--- src/mlpiir4_pkg.sv ---
// Shared constants, types and helper functions of the multichannel low-pass IIR.
`default_nettype none

package mlpiir4_pkg;

    localparam int NUM_CHANNELS = 12;
    localparam int CH_W         = 4;
    localparam int SAMPLE_W     = 32;
    localparam int GAIN_W       = 32;
    localparam int HIST_W       = 48;
    localparam int FRAC_W       = 24;
    localparam int TAPS         = 4;
    localparam int PIPE_STAGES  = 4;

    localparam int MEM_DEPTH = (NUM_CHANNELS < (1 << CH_W)) ? NUM_CHANNELS : (1 << CH_W);
    localparam int ADDR_W    = (MEM_DEPTH > 1) ? $clog2(MEM_DEPTH) : 1;

    // Q2.30 feedback taps, index 0 weights the oldest output
    localparam logic signed [31:0] FB_COEF [TAPS] = '{
        -32'sd59876032, 32'sd389090799, -32'sd1106441381, 32'sd1402956591
    };

    typedef logic [TAPS-1:0][HIST_W-1:0] t_taps;

    typedef struct packed {
        t_taps xh;
        t_taps yh;
    } t_hist_row;

    typedef struct packed {
        logic              en;
        logic [ADDR_W-1:0] addr;
        t_hist_row         row;
    } t_wr_req;

    typedef struct packed {
        logic [PIPE_STAGES-1:0]           vld;
        logic [PIPE_STAGES-1:0][CH_W-1:0] ch;
    } t_pipe_stat;

    function automatic logic ch_in_range(input logic [CH_W-1:0] ch);
        return int'(ch) < NUM_CHANNELS;
    endfunction

    function automatic logic signed [47:0] sat48(input logic signed [55:0] v);
        if (v > 56'sd140737488355327) begin
            return 48'sh7FFF_FFFF_FFFF;
        end else if (v < -56'sd140737488355328) begin
            return 48'sh8000_0000_0000;
        end
        return v[47:0];
    endfunction

    function automatic logic signed [31:0] sat32(input logic signed [47:0] v);
        if (v > 48'sd2147483647) begin
            return 32'sh7FFF_FFFF;
        end else if (v < -48'sd2147483648) begin
            return 32'sh8000_0000;
        end
        return v[31:0];
    endfunction

endpackage

`default_nettype wire

--- src/mlpiir4_hist_mem.sv ---
// Per-channel history memory with registered read and reset-cleared row valid bits.
`default_nettype none

module mlpiir4_hist_mem
    import mlpiir4_pkg::*;
(
    input  wire logic              i_clk,
    input  wire logic              i_rst_n,
    input  wire logic              i_rd_en,
    input  wire logic [ADDR_W-1:0] i_rd_addr,
    input  wire t_wr_req           i_wr,
    output t_hist_row              o_rd_row
);

    t_hist_row              r_mem [MEM_DEPTH];
    logic [MEM_DEPTH-1:0]   r_row_valid;
    t_hist_row              r_rd_row;
    logic                   r_rd_hit;

    always_ff @(posedge i_clk) begin
        if (!i_rst_n) begin
            r_row_valid <= '0;
            r_rd_hit    <= 1'b0;
        end else begin
            if (i_wr.en) begin
                r_row_valid[i_wr.addr] <= 1'b1;
            end
            if (i_rd_en) begin
                r_rd_hit <= r_row_valid[i_rd_addr];
            end
        end
    end

    always_ff @(posedge i_clk) begin
        if (i_wr.en) begin
            r_mem[i_wr.addr] <= i_wr.row;
        end
        if (i_rd_en) begin
            r_rd_row <= r_mem[i_rd_addr];
        end
    end

    assign o_rd_row = r_rd_hit ? r_rd_row : '0;

endmodule

`default_nettype wire

--- config.mk ---
export PLATFORM = sky130hd
export DESIGN_NAME = mlpiir4_hist_mem
export DESIGN_NICKNAME = d
export VERILOG_FILES = /design/src/mlpiir4_pkg.sv /design/src/mlpiir4_hist_mem.sv
export SDC_FILE = /design/constraint.sdc
export NUM_CORES = 2
export LEC_CHECK = 0
export BUFFER_PORTS_ARGS = -buffer_cell sky130_fd_sc_hd__buf_2
export CORE_MARGIN = 2
export CORE_UTILIZATION = 35
export CTS_BUF_LIST = sky130_fd_sc_hd__clkbuf_16
export CTS_CLUSTER_DIAMETER = 50
export CTS_CLUSTER_SIZE = 40
export DETAILED_ROUTE_END_ITERATION = 12
export SETUP_SLACK_MARGIN = 0.02
export SLEW_MARGIN = 25
export SYNTH_ARGS = -nofsm -noshare
export SYNTH_HDL_FRONTEND = slang
export SYNTH_MEMORY_MAX_BITS = 65536
export SYNTH_SLANG_ARGS = --single-unit
--- constraint.sdc ---
create_clock -name i_clk -period 44.9 [get_ports i_clk]
set_clock_uncertainty 0.2 [all_clocks]
set_input_delay 2.245 -clock i_clk [delete_from_list [all_inputs] [get_ports i_clk]]
set_output_delay 2.245 -clock i_clk [all_outputs]
set_load 0.03 [all_outputs]
=== Word level (Yosys, flattened, before mapping) ===
Memory sizes are Yosys's and may differ from the RTL's. A register that Yosys moved wholly into a read port is not among the register bits.
Cells that the tools add are included.

* Bits in writable memories: 4608
* Bits in registers: 13
* Memories kept: 1
* Word-level logic and storage cells: 15
* Bits of input ports: 396

* Bitwise logic cells: 1
* Reductions and logical operators: 1
* Magnitude comparators: 3
* Mux-type cells: 7

{| class="wikitable"
|+ Memories
! name !! depth !! width !! rd ports !! clocked after memory_dff !! write ports !! line !! source
|-
| r_mem || 12 || 384 || 1 || 1 || 1 || mlpiir4_hist_mem.sv:15 || <nowiki>t_hist_row r_mem [MEM_DEPTH];</nowiki>
|}

{| class="wikitable"
|+ Operator list
! kind !! number
|-
| 2-to-1 mux 384 bit || 1
|-
| OR 12 bit || 1
|-
| less-than comparator 4 x 5 -> 1 bit, second input constant || 2
|-
| binary-select mux 1 bit (select 4 bit) || 1
|-
| demux 1 bit (select 4 bit) || 1
|-
| >= comparator 4 x 1 -> 1 bit, second input constant || 1
|-
| 2-to-1 mux 1 bit || 4
|-
| logical AND 1 bit || 1
|}

=== Depth between registers and ports, before layout ===
* Depth after elaboration: 5
* Depth in mapped cells: 7
* Gate-level depth less buffers: 3

=== Worst setup path before layout ===
OpenSTA, ideal clock, no wires.

* Kind: input to register
* Start point: in i_wr[386] (netlist name)
* End point: mem r_mem[0][0] (netlist name) (enable)
* Stages on the path: 1
* Setup time: 2.117 ns
* Path slack: 3.330 ns
* Arrival time: 39.253 ns
* Buffers on the path: 0
* Cells stage by stage: nor4_1

{| class="wikitable"
|+ RTL lines
! item !! line !! source
|-
| from (decl) || mlpiir4_hist_mem.sv:11 || <nowiki>input wire t_wr_req i_wr,</nowiki>
|-
| to (decl) || mlpiir4_hist_mem.sv:15 ||
|}

Straight into the memory's write port.

==> metrics.txt <==
run status finished, final reports clean; die area 540000 um^2; crit share post-route 18.9%; Fill cells 46.4k; Fin. Hold Viols 0; largest cells by area after synthesis edfxtp_1, mux4_2, nand2_1; worst-path maximum fanout 95; FP Rows 268; P_int 0.00746 W; Hold Crit Class reg2reg; largest net degree at the start of global routing 99; sequential cell area fraction in the yosys report 80.3%; Tmin final 8.47 ns; total number of vias 87.5k; CTS clock-pin slew for the worst setup and hold paths 0.07 ns; Post-Syn Nets 8569; routed wire length 467000 um; clock power share 40.5%; final core utilization 40.3%; Die Span Y 735 um; FF+latch area 150000 um^2; Mean Syn Cell Area 22.9 um^2; post-synthesis register bit count 5005; H-tree level count 5; Clock Tree Root clkbuf_16; hold_buf cts 0; Yosys top cell area share 80.2%; area leader, netlist edfxtp_1; TritonCTS Sinks 5005; Slew @ Worst Pin 1.06 ns; CP Data Required Time 45.43 ns; sequential share of power 54.9%; critical path class in2reg; clock latency on the worst-skew pair 1.03 ns; library cells used by synthesis 29; routed len/inst 28.1 um; 1st-pass router iterations 6; Mapped Area 187000 um^2; yosys warns 0; Commonest cells post-synth edfxtp_1, mux4_2, nand2_1, and2_1, a22oi_1; Core ar. 532000 um^2; Ports 780; relative slew slack 29.1%; grt total ovfl 0; CTS resizes 0; pwr dens 44.9 nW/um^2; net load switching power 0.00219 W; multi-input logic area 34800 um^2; deepest clock path buffer count 4; peak supply drop 0.0452 mV; most used flip-flop cell after synthesis edfxtp_1; Slew Limit Fails 0; first-pass GRT wire length 658000 um; starting density of the core 35.1%; max-cap violation count 0; count leader, synth edfxtp_1; share of cells above drive strength 1 30.4%; Total GRT Usage 16.7%; Comb power frac 4.6%; f_max 118 MHz; Port Buf Inserts 779; switching share of power 22.7%; Tot Pwr 0.00965 W; final setup vio count 0; Post-synth ARST share 0%; CTS tree built; Setup crit start kind input port; P_leak 69.6 nW; GPL Wtd Cong 0.750; EDFF count, synth 4992; Synth-to-Final Area Change 14.9%; width of the die 735 um; Crit path arrival time 9.00 ns; setup TNS 0 ns; Final HPWL DP 248000 um; buffers inserted by post-CTS timing repair 0; Detailed Route Iter0 Violations 9338; post-route ant nets 0; DR vias/cell 5.27; RSZ-0062 raised after global routing false; synthesized instance count 8173; nature of the critical path endpoint flop; layout net count 9540; initial antenna violation count 199; vias in the first global route 90.5k; cts bufs inserted 420; DRC errors left 0; hold_ws 0.259 ns
## cell families (layout without fill, tap and decap cells)
logic type / Yosys count / after routing / share of synthesized area, %
AO/OA/AOI/OAI: 401 / 401 / 1.52
other: 0 / 70 / 0
flip-flops: 5005 / 5005 / 80.3
AND/OR/NAND/NOR: 1106 / 1106 / 2.76
buffers and inverters: 434 / 1772 / 1.15
multiplexers: 1227 / 1227 / 14.3
## layout make-up
type,count,area share [%]
Antenna cell,70,0.0816
Multi-Input combinational cell,2734,16.2
Tap cell,7020,4.09
Inverter,3,0.00524
Sequential cell,5005,69.9
Clock buffer,422,4.92
Clock inverter,367,2.10
Timing Repair Buffer,980,2.69
## critical path: stages
cell	delay, ns
buf_12	0.48
buf_12	0.64
buf_4	0.69
buf_4	0.65
buf_4	0.79
buf_4	0.67
buf_4	0.84
buf_4	0.75
mux4_2	0.59
a22oi_1	0.20
nand2_1	0.08
## cell usage in the layout (no fill, tap or decap), drive strengths merged, types with 4 or more instances in the layout
cell type and n:
and2 384, clkinvlp 29, o21a 12, nor3 6
buf 979, diode 70, bufinv 36, a22oi 313
inv 157, clkbuf 423, nand2b 5, mux2i 71
dfxtp 13, edfxtp 4992, nand2 699, mux4 1153
clkinv 148, o21ai 71, nor2 4
## routing by layer
layer | up-vias | GRT usage [%] | wire [um]
met5 | - | 0 | 589
met4 | 96 | 4.99 | 14000
met3 | 865 | 3.93 | 37600
met2 | 3355 | 27.5 | 227000
met1 | 47100 | 22.2 | 187000
li1 | 36100 | - | -
## worst paths after layout
path,start,endpoint,slack [ns],depth (start not counted)
worst min-delay path,r_row_valid[0]$_SDFFE_PN0P_,r_row_valid[0]$_SDFFE_PN0P_,0.26,1
worst max register to register,r_rd_hit$_SDFFE_PN0P_,r_rd_hit$_SDFFE_PN0P_,42.61,4
worst max-delay path,i_rd_addr[0],r_rd_row[180]$_DFFE_PP_,36.43,11
worst min register to register,r_row_valid[0]$_SDFFE_PN0P_,r_row_valid[0]$_SDFFE_PN0P_,0.26,1
## per-stage QoR
step | setup slack [ns] | area [um^2] | instances
6_report | 36.43 | 215000 | 16600
5_1_grt | 35.60 | 215000 | 16600
4_1_cts | 36.01 | 215000 | 16500
3_5_place_dp | 34.89 | 199000 | 15700
3_3_place_gp | 34.95 | 199000 | 15700
2_1_floorplan | 3.33 | 187000 | 8173
## state kept, by name (all words and copies together) (netlist names)
| register | count |
|---|---|
| r_row_valid | 12 |
| r_mem | 4608 |
| r_rd_row | 384 |
| r_rd_hit | 1 |
## power by group through the flow
| stage | combinational, W | clock, W | sequential, W |
|---|---|---|---|
| floorplan | 0.000268 | 0 | 0.00543 |
| global placement | 0.000437 | 0 | 0.00539 |
| detailed placement | 0.000449 | 0 | 0.00540 |
| CTS | 0.000450 | 0.00399 | 0.00529 |
| global route | 0.000478 | 0.00416 | 0.00530 |
| finish | 0.000442 | 0.00391 | 0.00529 |
(Power assumes the default switching activity.)
